File: src/shnr_pkg.sv
// shnr_pkg: constants, types, weight and keyword tables for the header name recognizer.
// No dependencies.
`timescale 1ns / 1ps
package shnr_pkg;

    localparam int MAX_NAME_LEN = 19;
    localparam int MIN_NAME_LEN = 2;
    localparam int TOP_KEY      = 157;
    localparam int NO_WEIGHT    = 158;

    typedef logic [7:0]  byte_t;
    typedef logic [4:0]  count_t;
    typedef logic [11:0] sum_t;
    typedef logic [5:0]  code_t;
    typedef logic [7:0]  slot_t;

    typedef enum logic [1:0] {
        ST_COLLECT,
        ST_COMPARE,
        ST_OUTPUT
    } state_t;

    typedef struct packed {
        logic take;
        logic start_cmp;
        logic step_cmp;
        logic done_cmp;
    } cmd_t;

    typedef struct packed {
        logic cmp_done;
    } status_t;

    function automatic byte_t to_lower(input byte_t c);
        byte_t r;
        r = c;
        if (c >= 8'h41 && c <= 8'h5A)
        begin
            r = c + 8'h20;
        end
        return r;
    endfunction

    function automatic logic [7:0] letter_weight(input logic [4:0] i);
        logic [7:0] w;
        case (i)
            5'd1:  w = 8'd25;
            5'd3:  w = 8'd5;
            5'd5:  w = 8'd50;
            5'd7:  w = 8'd5;
            5'd9:  w = 8'd15;
            5'd10: w = 8'd158;
            5'd11: w = 8'd30;
            5'd12: w = 8'd35;
            5'd16: w = 8'd35;
            5'd21: w = 8'd25;
            5'd22: w = 8'd30;
            5'd23: w = 8'd25;
            5'd24: w = 8'd15;
            default: w = 8'd0;
        endcase
        return w;
    endfunction

    function automatic logic [7:0] byte_weight(input byte_t c);
        byte_t l;
        logic [7:0] w;
        l = to_lower(c);
        if (l >= 8'h61 && l <= 8'h7A)
        begin
            w = letter_weight(5'(l - 8'h61));
        end
        else if (l == 8'h2D)
        begin
            w = 8'd0;
        end
        else
        begin
            w = 8'(NO_WEIGHT);
        end
        return w;
    endfunction

    typedef struct packed {
        logic         valid;
        code_t        code;
        logic [151:0] text;
    } kw_entry_t;

    function automatic logic [151:0] pack_str(input string s);
        logic [151:0] r;
        r = '0;
        for (int i = 0; i < MAX_NAME_LEN; i++)
        begin
            if (i < s.len())
            begin
                r[i*8 +: 8] = s[i];
            end
        end
        return r;
    endfunction

    function automatic kw_entry_t kw(input int code, input string s);
        kw_entry_t e;
        e.valid = 1'b1;
        e.code  = 6'(code);
        e.text  = pack_str(s);
        return e;
    endfunction

    function automatic kw_entry_t keyword_at(input slot_t slot);
        kw_entry_t e;
        e = '0;
        case (slot)
            8'd2:   e = kw(0, "to");
            8'd5:   e = kw(1, "route");
            8'd6:   e = kw(2, "accept");
            8'd7:   e = kw(3, "contact");
            8'd9:   e = kw(4, "date");
            8'd10:  e = kw(5, "user-agent");
            8'd12:  e = kw(6, "organization");
            8'd14:  e = kw(7, "supported");
            8'd16:  e = kw(8, "unsupported");
            8'd17:  e = kw(9, "record-route");
            8'd18:  e = kw(10, "authorization");
            8'd20:  e = kw(11, "accept-encoding");
            8'd21:  e = kw(12, "content-encoding");
            8'd23:  e = kw(13, "priority");
            8'd24:  e = kw(14, "content-disposition");
            8'd27:  e = kw(15, "content-type");
            8'd28:  e = kw(16, "via");
            8'd31:  e = kw(17, "server");
            8'd32:  e = kw(18, "expires");
            8'd37:  e = kw(19, "warning");
            8'd38:  e = kw(20, "replaces");
            8'd39:  e = kw(21, "cseq");
            8'd42:  e = kw(22, "require");
            8'd43:  e = kw(23, "subscription-state");
            8'd45:  e = kw(24, "accept-language");
            8'd46:  e = kw(25, "content-language");
            8'd47:  e = kw(26, "subject");
            8'd49:  e = kw(27, "content-length");
            8'd53:  e = kw(28, "reply-to");
            8'd56:  e = kw(29, "in-reply-to");
            8'd58:  e = kw(30, "refer-to");
            8'd60:  e = kw(31, "error-info");
            8'd63:  e = kw(32, "proxy-authenticate");
            8'd64:  e = kw(33, "proxy-authorization");
            8'd71:  e = kw(34, "min-expires");
            8'd72:  e = kw(35, "call-id");
            8'd74:  e = kw(36, "authentication-info");
            8'd76:  e = kw(37, "retry-after");
            8'd79:  e = kw(38, "timestamp");
            8'd88:  e = kw(39, "proxy-require");
            8'd89:  e = kw(40, "from");
            8'd90:  e = kw(41, "alert-info");
            8'd95:  e = kw(42, "allow");
            8'd106: e = kw(43, "referred-by");
            8'd107: e = kw(44, "mime-version");
            8'd111: e = kw(45, "www-authenticate");
            8'd119: e = kw(46, "call-info");
            8'd157: e = kw(47, "max-forwards");
            default: e = '0;
        endcase
        return e;
    endfunction

endpackage

File: src/shnr_if.sv
// shnr_in_if / shnr_out_if: valid/ready channels for name bytes and results.
// Depends on shnr_pkg.
`timescale 1ns / 1ps
interface shnr_in_if;
    logic              valid;
    logic              ready;
    shnr_pkg::byte_t   name_byte;
    logic              last_byte;
    modport source (output valid, output name_byte, output last_byte, input ready);
    modport sink   (input valid, input name_byte, input last_byte, output ready);
endinterface

interface shnr_out_if;
    logic              valid;
    logic              ready;
    logic              recognized;
    shnr_pkg::code_t   header_code;
    modport source (output valid, output recognized, output header_code, input ready);
    modport sink   (input valid, input recognized, input header_code, output ready);
endinterface

File: src/shnr_ctrl.sv
// shnr_ctrl: controller FSM sequencing collect, byte compare and result hand-off.
// Depends on shnr_pkg.
`timescale 1ns / 1ps
module shnr_ctrl (
    input  logic              clk,
    input  logic              rst_n,
    input  logic              in_valid,
    input  logic              in_last,
    output logic              in_ready,
    output logic              out_valid,
    input  logic              out_ready,
    input  shnr_pkg::status_t status,
    output shnr_pkg::cmd_t    cmd
);
    import shnr_pkg::*;

    state_t state_reg, state_next;

    always_ff @(posedge clk or negedge rst_n)
    begin
        if (!rst_n)
        begin
            state_reg <= ST_COLLECT;
        end
        else
        begin
            state_reg <= state_next;
        end
    end

    always_comb
    begin
        state_next    = state_reg;
        cmd           = '0;
        in_ready      = 1'b0;
        out_valid     = 1'b0;
        case (state_reg)
            ST_COLLECT:
            begin
                in_ready = 1'b1;
                if (in_valid)
                begin
                    cmd.take = 1'b1;
                    if (in_last)
                    begin
                        cmd.start_cmp = 1'b1;
                        state_next    = ST_COMPARE;
                    end
                end
            end
            ST_COMPARE:
            begin
                cmd.step_cmp = 1'b1;
                if (status.cmp_done)
                begin
                    cmd.done_cmp = 1'b1;
                    state_next   = ST_OUTPUT;
                end
            end
            ST_OUTPUT:
            begin
                out_valid = 1'b1;
                if (out_ready)
                begin
                    state_next = ST_COLLECT;
                end
            end
            default: state_next = ST_COLLECT;
        endcase
    end

    a_out_after_cmp: assert property (@(posedge clk) disable iff (!rst_n)
        (state_reg == ST_COMPARE && status.cmp_done) |=> out_valid)
        else $error("result not presented after compare");
    a_no_take_busy: assert property (@(posedge clk) disable iff (!rst_n)
        (state_reg != ST_COLLECT) |-> !cmd.take)
        else $error("byte taken while busy");
    a_hold_result: assert property (@(posedge clk) disable iff (!rst_n)
        (out_valid && !out_ready) |=> out_valid)
        else $error("result dropped");
endmodule

File: src/shnr_datapath.sv
// shnr_datapath: byte store, count, weight sum, key lookup and serial byte compare.
// Depends on shnr_pkg.
`timescale 1ns / 1ps
module shnr_datapath (
    input  logic              clk,
    input  logic              rst_n,
    input  shnr_pkg::cmd_t    cmd,
    input  shnr_pkg::byte_t   name_byte,
    output shnr_pkg::status_t status,
    output logic              recognized,
    output shnr_pkg::code_t   header_code
);
    import shnr_pkg::*;

    byte_t       store_reg [MAX_NAME_LEN];
    count_t      count_reg, count_next;
    sum_t        sum_reg, sum_next;
    count_t      len_reg;
    count_t      idx_reg;
    logic        ok_reg;
    kw_entry_t   entry_reg;
    logic        rec_reg;
    code_t       code_reg;
    byte_t       rd_reg;
    logic        rd_valid_reg;

    logic [12:0] key;
    logic        key_ok;
    byte_t       kch;
    logic        mismatch;

    always_comb
    begin
        count_next = count_reg;
        sum_next   = sum_reg;
        if (count_reg < count_t'(MAX_NAME_LEN))
        begin
            count_next = count_reg + 5'd1;
            sum_next   = sum_reg + sum_t'(byte_weight(name_byte));
        end
        else
        begin
            count_next = count_t'(MAX_NAME_LEN + 1);
        end
        key    = 13'(count_next) + 13'(sum_next);
        key_ok = count_next >= count_t'(MIN_NAME_LEN) && count_next <= count_t'(MAX_NAME_LEN)
                 && key <= 13'(TOP_KEY);
    end

    always_ff @(posedge clk)
    begin
        if (cmd.take && count_reg < count_t'(MAX_NAME_LEN))
        begin
            store_reg[count_reg] <= name_byte;
        end
        if (cmd.start_cmp)
        begin
            entry_reg <= keyword_at(key_ok ? key[7:0] : 8'd0);
            len_reg   <= count_next;
        end
        rd_reg <= to_lower(store_reg[idx_reg]);
    end

    // keyword byte that pairs with rd_reg
    assign kch      = entry_reg.text[(idx_reg - 5'd1)*8 +: 8];
    assign mismatch = rd_valid_reg && rd_reg != kch;

    always_ff @(posedge clk or negedge rst_n)
    begin
        if (!rst_n)
        begin
            count_reg    <= '0;
            sum_reg      <= '0;
            idx_reg      <= '0;
            ok_reg       <= 1'b0;
            rd_valid_reg <= 1'b0;
            rec_reg      <= 1'b0;
            code_reg     <= '0;
        end
        else
        begin
            if (cmd.take)
            begin
                count_reg <= cmd.start_cmp ? '0 : count_next;
                sum_reg   <= cmd.start_cmp ? '0 : sum_next;
            end
            if (cmd.start_cmp)
            begin
                idx_reg      <= '0;
                ok_reg       <= key_ok;
                rd_valid_reg <= 1'b0;
            end
            else if (cmd.step_cmp && !status.cmp_done)
            begin
                rd_valid_reg <= 1'b1;
                if (idx_reg < len_reg)
                begin
                    idx_reg <= idx_reg + 5'd1;
                end
            end
            if (cmd.done_cmp)
            begin
                rec_reg  <= ok_reg && entry_reg.valid && !mismatch;
                code_reg <= (ok_reg && entry_reg.valid && !mismatch) ? entry_reg.code : '0;
            end
        end
    end

    // done on a bad key, an empty keyword slot, a mismatch, or once every stored byte has been compared
    assign status.cmp_done = !ok_reg || !entry_reg.valid || mismatch ||
                             (idx_reg == len_reg && rd_valid_reg);
    assign recognized  = rec_reg;
    assign header_code = code_reg;

    a_idx_bound: assert property (@(posedge clk) disable iff (!rst_n)
        idx_reg <= count_t'(MAX_NAME_LEN))
        else $error("compare index out of range");
    a_code_zero: assert property (@(posedge clk) disable iff (!rst_n)
        !rec_reg |-> code_reg == '0)
        else $error("code without match");
    a_cnt_bound: assert property (@(posedge clk) disable iff (!rst_n)
        count_reg <= count_t'(MAX_NAME_LEN + 1))
        else $error("count overflow");
endmodule

File: src/sip_header_name_recognizer_core.sv
// sip_header_name_recognizer_core: top level joining controller and datapath.
// Depends on shnr_pkg, shnr_if, shnr_ctrl, shnr_datapath.
//
//  channel  dir  payload
//  in_ch    in   name_byte[7:0], last_byte
//  out_ch   out  recognized, header_code[5:0]
//
// Bytes are taken one per cycle while collecting. A final byte starts a serial
// compare, one stored byte per cycle; a mismatch or unknown key ends it early.
// The result holds until taken, no byte is accepted meanwhile, and bytes are
// accepted again in the cycle after the result is taken. Reset clears count,
// sum and control; the byte store needs no clearing.
`timescale 1ns / 1ps
module sip_header_name_recognizer_core (
    input  logic clk,
    input  logic rst_n,
    shnr_in_if.sink    in_ch,
    shnr_out_if.source out_ch
);
    import shnr_pkg::*;

    cmd_t    cmd;
    status_t status;

    shnr_ctrl u_ctrl (
        .clk       (clk),
        .rst_n     (rst_n),
        .in_valid  (in_ch.valid),
        .in_last   (in_ch.last_byte),
        .in_ready  (in_ch.ready),
        .out_valid (out_ch.valid),
        .out_ready (out_ch.ready),
        .status    (status),
        .cmd       (cmd)
    );

    shnr_datapath u_dp (
        .clk         (clk),
        .rst_n       (rst_n),
        .cmd         (cmd),
        .name_byte   (in_ch.name_byte),
        .status      (status),
        .recognized  (out_ch.recognized),
        .header_code (out_ch.header_code)
    );
endmodule
File: src/flat_wrapper.sv
// flat-port wrapper written by rule: the top's interface ports become plain ports
module sip_header_name_recognizer_core_flat import shnr_pkg::*;
  (clk, rst_n, in_ch_valid, in_ch_name_byte, in_ch_last_byte, in_ch_ready, out_ch_valid, out_ch_recognized, out_ch_header_code, out_ch_ready);
  shnr_in_if in_ch_i ();
  shnr_out_if out_ch_i ();
  input  logic clk;
  input  logic rst_n;
  input wire logic [$bits(in_ch_i.valid)-1:0] in_ch_valid;
  input wire logic [$bits(in_ch_i.name_byte)-1:0] in_ch_name_byte;
  input wire logic [$bits(in_ch_i.last_byte)-1:0] in_ch_last_byte;
  output wire logic [$bits(in_ch_i.ready)-1:0] in_ch_ready;
  output wire logic [$bits(out_ch_i.valid)-1:0] out_ch_valid;
  output wire logic [$bits(out_ch_i.recognized)-1:0] out_ch_recognized;
  output wire logic [$bits(out_ch_i.header_code)-1:0] out_ch_header_code;
  input wire logic [$bits(out_ch_i.ready)-1:0] out_ch_ready;
  assign in_ch_i.valid = in_ch_valid;
  assign in_ch_i.name_byte = in_ch_name_byte;
  assign in_ch_i.last_byte = in_ch_last_byte;
  assign in_ch_ready = in_ch_i.ready;
  assign out_ch_valid = out_ch_i.valid;
  assign out_ch_recognized = out_ch_i.recognized;
  assign out_ch_header_code = out_ch_i.header_code;
  assign out_ch_i.ready = out_ch_ready;
  sip_header_name_recognizer_core u_core (.clk(clk), .rst_n(rst_n), .in_ch(in_ch_i), .out_ch(out_ch_i));
endmodule
File: config.mk
export PLATFORM = sky130hd
export DESIGN_NAME = sip_header_name_recognizer_core_flat
export DESIGN_NICKNAME = d
export VERILOG_FILES = /design/src/shnr_pkg.sv /design/src/shnr_if.sv /design/src/shnr_ctrl.sv /design/src/shnr_datapath.sv /design/src/sip_header_name_recognizer_core.sv /design/src/flat_wrapper.sv
export SDC_FILE = /design/constraint.sdc
export NUM_CORES = 1
export LEC_CHECK = 0
export ABC_AREA = 1
export BUFFER_PORTS_ARGS = -buffer_cell sky130_fd_sc_hd__buf_2
export CELL_PAD_IN_SITES_DETAIL_PLACEMENT = 0
export CELL_PAD_IN_SITES_GLOBAL_PLACEMENT = 1
export CORE_ASPECT_RATIO = 1.4
export CORE_MARGIN = 3
export CORE_UTILIZATION = 44
export DETAILED_ROUTE_END_ITERATION = 8
export PLACE_DENSITY = 0.73
export SYNTH_ARGS = -nofsm -noshare
export SYNTH_HDL_FRONTEND = slang
export SYNTH_SLANG_ARGS = --single-unit
File: constraint.sdc
create_clock -name clk -period 7.2 [get_ports clk]
set_input_delay 1.08 -clock clk [delete_from_list [all_inputs] [get_ports clk]]
set_output_delay 1.08 -clock clk [all_outputs]
set_load 0.02 [all_outputs]
# Word level (Yosys, flattened, before mapping)

Memories as Yosys holds them, arrays and structs flattened.
Cells that the tools add are included.

Register bits: 205
Bits in writable memories: 152
Memory bits (read-only): 224
Bits of input ports: 13
Output and inout port bits: 9
Word-level logic and storage cells: 147
Memories: 2

Add/sub/neg operators: 8
$lt $le $gt $ge: 11
Equality and inequality tests: 57
Shift operators: 1
Mux-type cells: 32
Reduce and logical (&&, ||, !) cells: 23

Memory list:

| name                  | words | bits a word | rd ports | clocked after Yosys merged registers in | wr ports | line                | RTL |
|---|---|---|---|---|---|---|---|
| (no name shown)       | 32    | 7           | 1        | 0                                       | 0        | shnr_pkg.sv:46      | `case (i)` |
| u_core.u_dp.store_reg | 19    | 8           | 1        | 0                                       | 1        | shnr_datapath.sv:15 | `byte_t store_reg [MAX_NAME_LEN];` |

Operators by type and width:

| cell                | count |
|---|---|
| $pmux 159 s48       | 1 |
| $shiftx 152x33->8   | 1 |
| $eq 8x6->1 const B  | 16 |
| $eq 8x7->1 const B  | 14 |
| $eq 8x5->1 const B  | 10 |
| $mux 8              | 7 |
| $eq 8x4->1 const B  | 4 |
| $mux 5              | 5 |
| $eq 8x3->1 const B  | 3 |
| $ge 8x7->1 const B  | 3 |
| $le 8x7->1 const B  | 3 |
| $mux 12             | 2 |
| $add 8x6->8 const B | 2 |
| $mux 2              | 7 |
| $add 5x12->13       | 1 |
| $le 13x8->1 const B | 1 |
| $add 12x8->12       | 1 |
| $logic_and 1x1->1   | 11 |
| $add 5x1->5 const B | 2 |
| $eq 8x2->1 const B  | 1 |
| $eq 8x8->1 const B  | 1 |
| $mux 1              | 8 |
| $ne 2x2->1 const B  | 4 |
| $ne 8x8->1          | 1 |
| other kinds (17)    | 23 |

# Depth between registers and ports, before layout

Word-level depth: 16
Depth in mapped cells: 42
Gate-level depth less buffers: 41

# By module

Synthesis repeated with hierarchy kept, for this count alone.

Cells, all modules: 2,137
Area total of the unflattened synthesis: 17,902.2 µm²

Modules (own cells, without submodules):

| module        | times used | cells an instance | area each (µm²) | sequential area each (µm²) |
|---|---|---|---|---|
| shnr_datapath | 1          | 2,116             | 17,762.0        | 9,103.7 |
| shnr_ctrl     | 1          | 21                | 140.1           | 50.0 |

# Worst setup path after synthesis

Ideal clock, no wire load.

Path kind: input port to flip-flop
From: input in_ch_valid
To: register u_core.u_dp.idx_reg[1]
Library setup time: 0.125 ns
Arrival: 7.861 ns
Setup slack: -0.786 ns
Cell stages on the path: 7
Buffers on the path: 0
Cells stage by stage: nand2_1 > nor2_1 > inv_1 > nand2_1 > nand2_1 > nand2_1 > nand2_1

RTL lines:

| item                   | line                | RTL |
|---|---|---|
| start: declaration     | flat_wrapper.sv:8   | `input wire logic [$bits(in_ch_i.valid)-1:0] in_ch_valid;` |
| end signal: assignment | shnr_datapath.sv:98 | `idx_reg <= idx_reg + 5'd1;` |
| end: declaration       | shnr_datapath.sv:19 | `count_t idx_reg;` |

# Worst setup path after layout

From: input in_ch_name_byte[0]
To: register u_core.u_dp.entry_reg[61] in the netlist's numbering (data pin)

Cells in the longest elaborated chain, start to end: 16
Elaborated cells between the ends (all ways): 70
Those cells by class: add/sub (4); order compare (5); eq/ne (49); mux (8); reduce/logical (3); memory (1)

RTL lines:

| item                                       | line                | RTL |
|---|---|---|
| start: declaration                         | flat_wrapper.sv:9   | `input wire logic [$bits(in_ch_i.name_byte)-1:0] in_ch_name_byte;` |
| $ge 8x7->1 or $le 8x7->1 (tied branches)   | shnr_pkg.sv:37      | `if (c >= 8'h41 && c <= 8'h5A)` |
| $logic_and 1x1->1                          | shnr_pkg.sv:37      |  |
| $mux 8 (*)                                 | shnr_pkg.sv:37      |  |
| $mux 8 (*)                                 | shnr_datapath.sv:36 | `if (count_reg < count_t'(MAX_NAME_LEN))` |
| $sub 5x1->5, or another cell as far along  | shnr_pkg.sv:71      | `w = letter_weight(5'(l - 8'h61));` |
| $mem_v2 32x7, or another cell as far along | n/a                 |  |
| $mux 8 (*)                                 | shnr_pkg.sv:69      | `if (l >= 8'h61 && l <= 8'h7A)` |
| $mux 8 (*)                                 | shnr_datapath.sv:36 |  |
| $add 12x8->12 (*)                          | shnr_datapath.sv:39 | `sum_next = sum_reg + sum_t'(byte_weight(name_byte));` |
| $mux 12 (*)                                | shnr_datapath.sv:36 |  |
| $add 5x12->13 (*)                          | shnr_datapath.sv:45 | `key = 13'(count_next) + 13'(sum_next);` |
| $le 13x8->1                                | shnr_datapath.sv:47 | `&& key <= 13'(TOP_KEY);` |
| $logic_and 1x1->1                          | shnr_datapath.sv:47 |  |
| $mux 8 (*)                                 | shnr_datapath.sv:58 | `entry_reg <= keyword_at(key_ok ? key[7:0] : 8'd0);` |
| $eq 8x8->1, or another cell as far along   | shnr_pkg.sv:114     | `case (slot)` |
| $pmux 159 s48 (*)                          | shnr_pkg.sv:114     |  |
| end signal: assignment                     | shnr_datapath.sv:58 |  |
| end: declaration                           | shnr_datapath.sv:21 | `kw_entry_t entry_reg;` |

Every way passes the cells marked *; elsewhere a longest branch is shown, timed or not. The select of a mux whose other input is x is not followed.
A chain may end at the register's enable or synchronous reset.

==> results.txt <==
Top delay family on crit path: simple AND/OR/NAND/NOR gates
number of nets with antenna violations after routing: 0
Hold EP: u_core.u_dp.recognized
area of the multi-input gates: 0.007876 mm²
Clock transition at path regs: 0.06 ns
final wirelength: 75730 µm
asr flop ratio synth: 10.54%
# diodes: 0
FF-to-FF path depth: 18
Worst Tran Pin Value: 1.233 ns
wire length of the first global-routing pass: 108900 µm
clk buf depth: 3
Hold Path Stages: 2
Cells after Synth: 2113
CTS tree: done
Ys Warns: 0
DR iter-0 viols: 1774
H-tree lvl count: 1
most used cell, CP: inv_1
Root Driver: clkbuf_16
CP Data Arrival Time: 7.17 ns
Crit Path Max Fanout: 7
Setup TNS Final: 0 ns
slowest CP cell: fa_1
Final Hold Viols: 0
detailed-route via count: 16882
Leak: 0.009870 µW
met2 wire len: 37850 µm
sequential share of power: 29.6%
Clk pwr share: 18.1%
# Max-Cap Violations: 0
initial antenna violation count: 0
cell taking the most area after synthesis: edfxtp_1
Synth area leaders: edfxtp_1, nand2_1, nor2_1
Die Footprint: 0.04282 mm²
share of cells above drive strength 1: 18.50%
DRT met1 WL: 25500 µm
I/O pins: 22
Slew HR: 16.92%
initial core utilization: 44.82%
largest net degree at the start of global routing: 116
Crit Path Class: in -> reg
Worst Hold Class: reg -> reg
reg-to-reg slack, setup: 1.51 ns
part of the Yosys area used for sequential elements: 51.58%
Clock Latency Late Sink: 0.60 ns
fin nets: 2400
pre-CTS WS: -0.4496 ns
WP data required: 7.63 ns
P&R area growth vs syn: 20.21%
Tmin final: 6.737 ns
CTS buffer count: 30
hpwl dp: 58050 µm
post-synth cell types: 59
Net Sw Frac: 45.01%
WHS: 0.4757 ns
VDD IR-drop max: 276.1 µV
P_int: 4788 µW
hold_buf cts: 0
FMAX: 148.4 MHz
Finished Layout Cells: 2906
routed vias/inst: 5.809
critical path launch point type: input pin
met3 wire length: 4817 µm
GR Overflow Total: 0
TritonRoute pass-1 iters: 6
Yosys top cell area share: 46.02%
combinational share of power: 52.3%
Mean Syn Cell Area: 8.400 µm²
Die H: 243.6 µm
final setup margin: 0.4629 ns
P_sw: 3919 µW
outcome: finished, final reports clean
DP Cell Count: 2841
Seq. cell area: 0.009155 mm²
row count: 86
vias in the first global route: 16598
R2R Path Start: u_core.u_dp.idx_reg[0]
Routed wire per std cell: 26.06 µm
final worst-path cycle share: 93.57%
cell area after synthesis: 0.01775 mm²
die span in x: 175.7 µm
All-Layer GR Usage: 34.93%
max FFs per register: 152
WP buf/inv: 12
Final Setup Violations: 0
core box area: 0.03960 mm²
Max Used Layer: met4
clock sink count: 313
Fin Clk Skew: 0.04537 ns
PortBufs: 21
Power per Cell Area: 408.1 mW/mm²
Min-Delay Startpoint: u_core.u_dp.recognized
Synth Flop Type: edfxtp_1
EDFF count, synth: 272
Syn Nets: 2159
Seq cells post-synth: 313
FF-to-FF End: u_core.u_ctrl.state_reg[1]
drt drc: 0
RePlAce Congestion: 1.206
peak per-stage delay on the critical path: 0.42 ns
Final Slew Violations: 0
Crit. End Element: flop
filler cell count in the final layout: 3825
[worst reg2reg max path, delay by kind of cell (launching register included)]
kind | cells | cell delay (ns)
compound gates | 4 | 0.92
fa+ha+maj | 1 | 0.67
flops | 1 | 0.79
buf+inv | 2 | 1.20
simple gates | 11 | 1.97
[cell usage after synthesis (15+ instances only)]
cell	count
nor2_2	21
edfxtp_1	272
o21ai_0	138
nor3_1	44
ha_1	31
clkbuf_1	38
inv_2	15
nand2_1	456
xor2_1	16
a21oi_1	71
nand4_1	64
dfrtp_1	33
inv_1	148
o211ai_1	16
nand3_1	161
nor2_1	409
nand2_2	22
o22ai_1	38
[final cells by class]
class	count	share of cell area, %
Tap cell	528	3.096
Clock inverter	18	0.8034
Inverter	167	2.950
Timing Repair Buffer	266	9.524
Sequential cell	313	42.91
Clock buffer	38	3.800
Multi-Input combinational cell	1576	36.92
[power groups by stage]
stage	Clock, µW	Combinational (µW)	Sequential, µW
after CTS	1600	4260	2570
after floorplan	0	2520	2550
after detailed placement	0	4240	2610
after global placement	0	4220	2600
final	1580	4550	2580
after global routing	1670	4900	2600
[through the flow]
stage	total power [µW]	utilization, %	area (µm²)
6_report	8707	53.88	21340
4_1_cts	8430	53.22	21070
3_3_place_gp	6824	50.74	20090
5_1_grt	9169	53.88	21340
2_1_floorplan	5063	-	17750
3_5_place_dp	6843	50.74	20090
[cell usage in the layout, fill, tap and decap left out, types with 5 or more instances in the layout]
cell       instances
a211oi_1           6
a21oi_1           70
buf_12             7
buf_2             21
buf_4            238
clkbuf_1           5
clkbuf_16         30
clkinv_1           7
clkinv_2           8
dfrtp_1           32
dfxtp_1            8
edfxtp_1         272
ha_1              31
inv_1            147
inv_2             16
nand2_1          447
nand2_2           27
nand2_4            7
nand3_1          159
nand3_2            8
nand3b_1           6
nand4_1           64
nor2_1           394
nor2_2            26
nor2_4            17
nor3_1            42
nor3_2             5
o2111ai_1          8
o211ai_1          16
o21ai_0          138
o21ai_1            5
o22ai_1           38
xor2_1            16
[how the worst max path moves through the flow]
stage                                 endpoint               start  depth (start not counted)  slack [ns]
finish               u_core.u_dp.entry_reg[61]  in_ch_name_byte[0]                         41        0.46
global route         u_core.u_dp.entry_reg[60]  in_ch_name_byte[0]                         39       -0.03
CTS                 u_core.u_dp.entry_reg[155]  in_ch_name_byte[0]                         37        0.08
detailed placement  u_core.u_dp.entry_reg[155]  in_ch_name_byte[0]                         37       -0.45
global placement    u_core.u_dp.entry_reg[155]  in_ch_name_byte[0]                         37       -0.49
floorplan            u_core.u_dp.entry_reg[14]  in_ch_name_byte[0]                         37        0.75
[repair_timing]
action / in CTS / in global routing
resized for setup: 0 / 44
buffers inserted: 0 / 9
hold endpoints to repair: 0 / 0
setup endpoints to repair: 0 / 110
[kinds of logic (layout without fill, tap and decap cells)]
logic type / Yosys count / count (layout) / synth area share, %
adders and majority gates: 33 / 33 / 2.411
buffers and inverters: 224 / 489 / 5.048
AOI/OAI and AO/OA: 310 / 310 / 10.13
and+or+nand+nor: 1215 / 1215 / 29.90
xor gates and xnor gates: 18 / 18 / 0.9306
DFF: 313 / 313 / 51.58
[per-layer routing]
metal | track usage, % | vias up
met1 | 37.37 | 7960
met3 | 5.005 | 323
met2 | 61.79 | 852
met5 | 0 | -
met4 | 26.24 | 0
li1 | - | 7747
(Power assumes the default switching activity.)
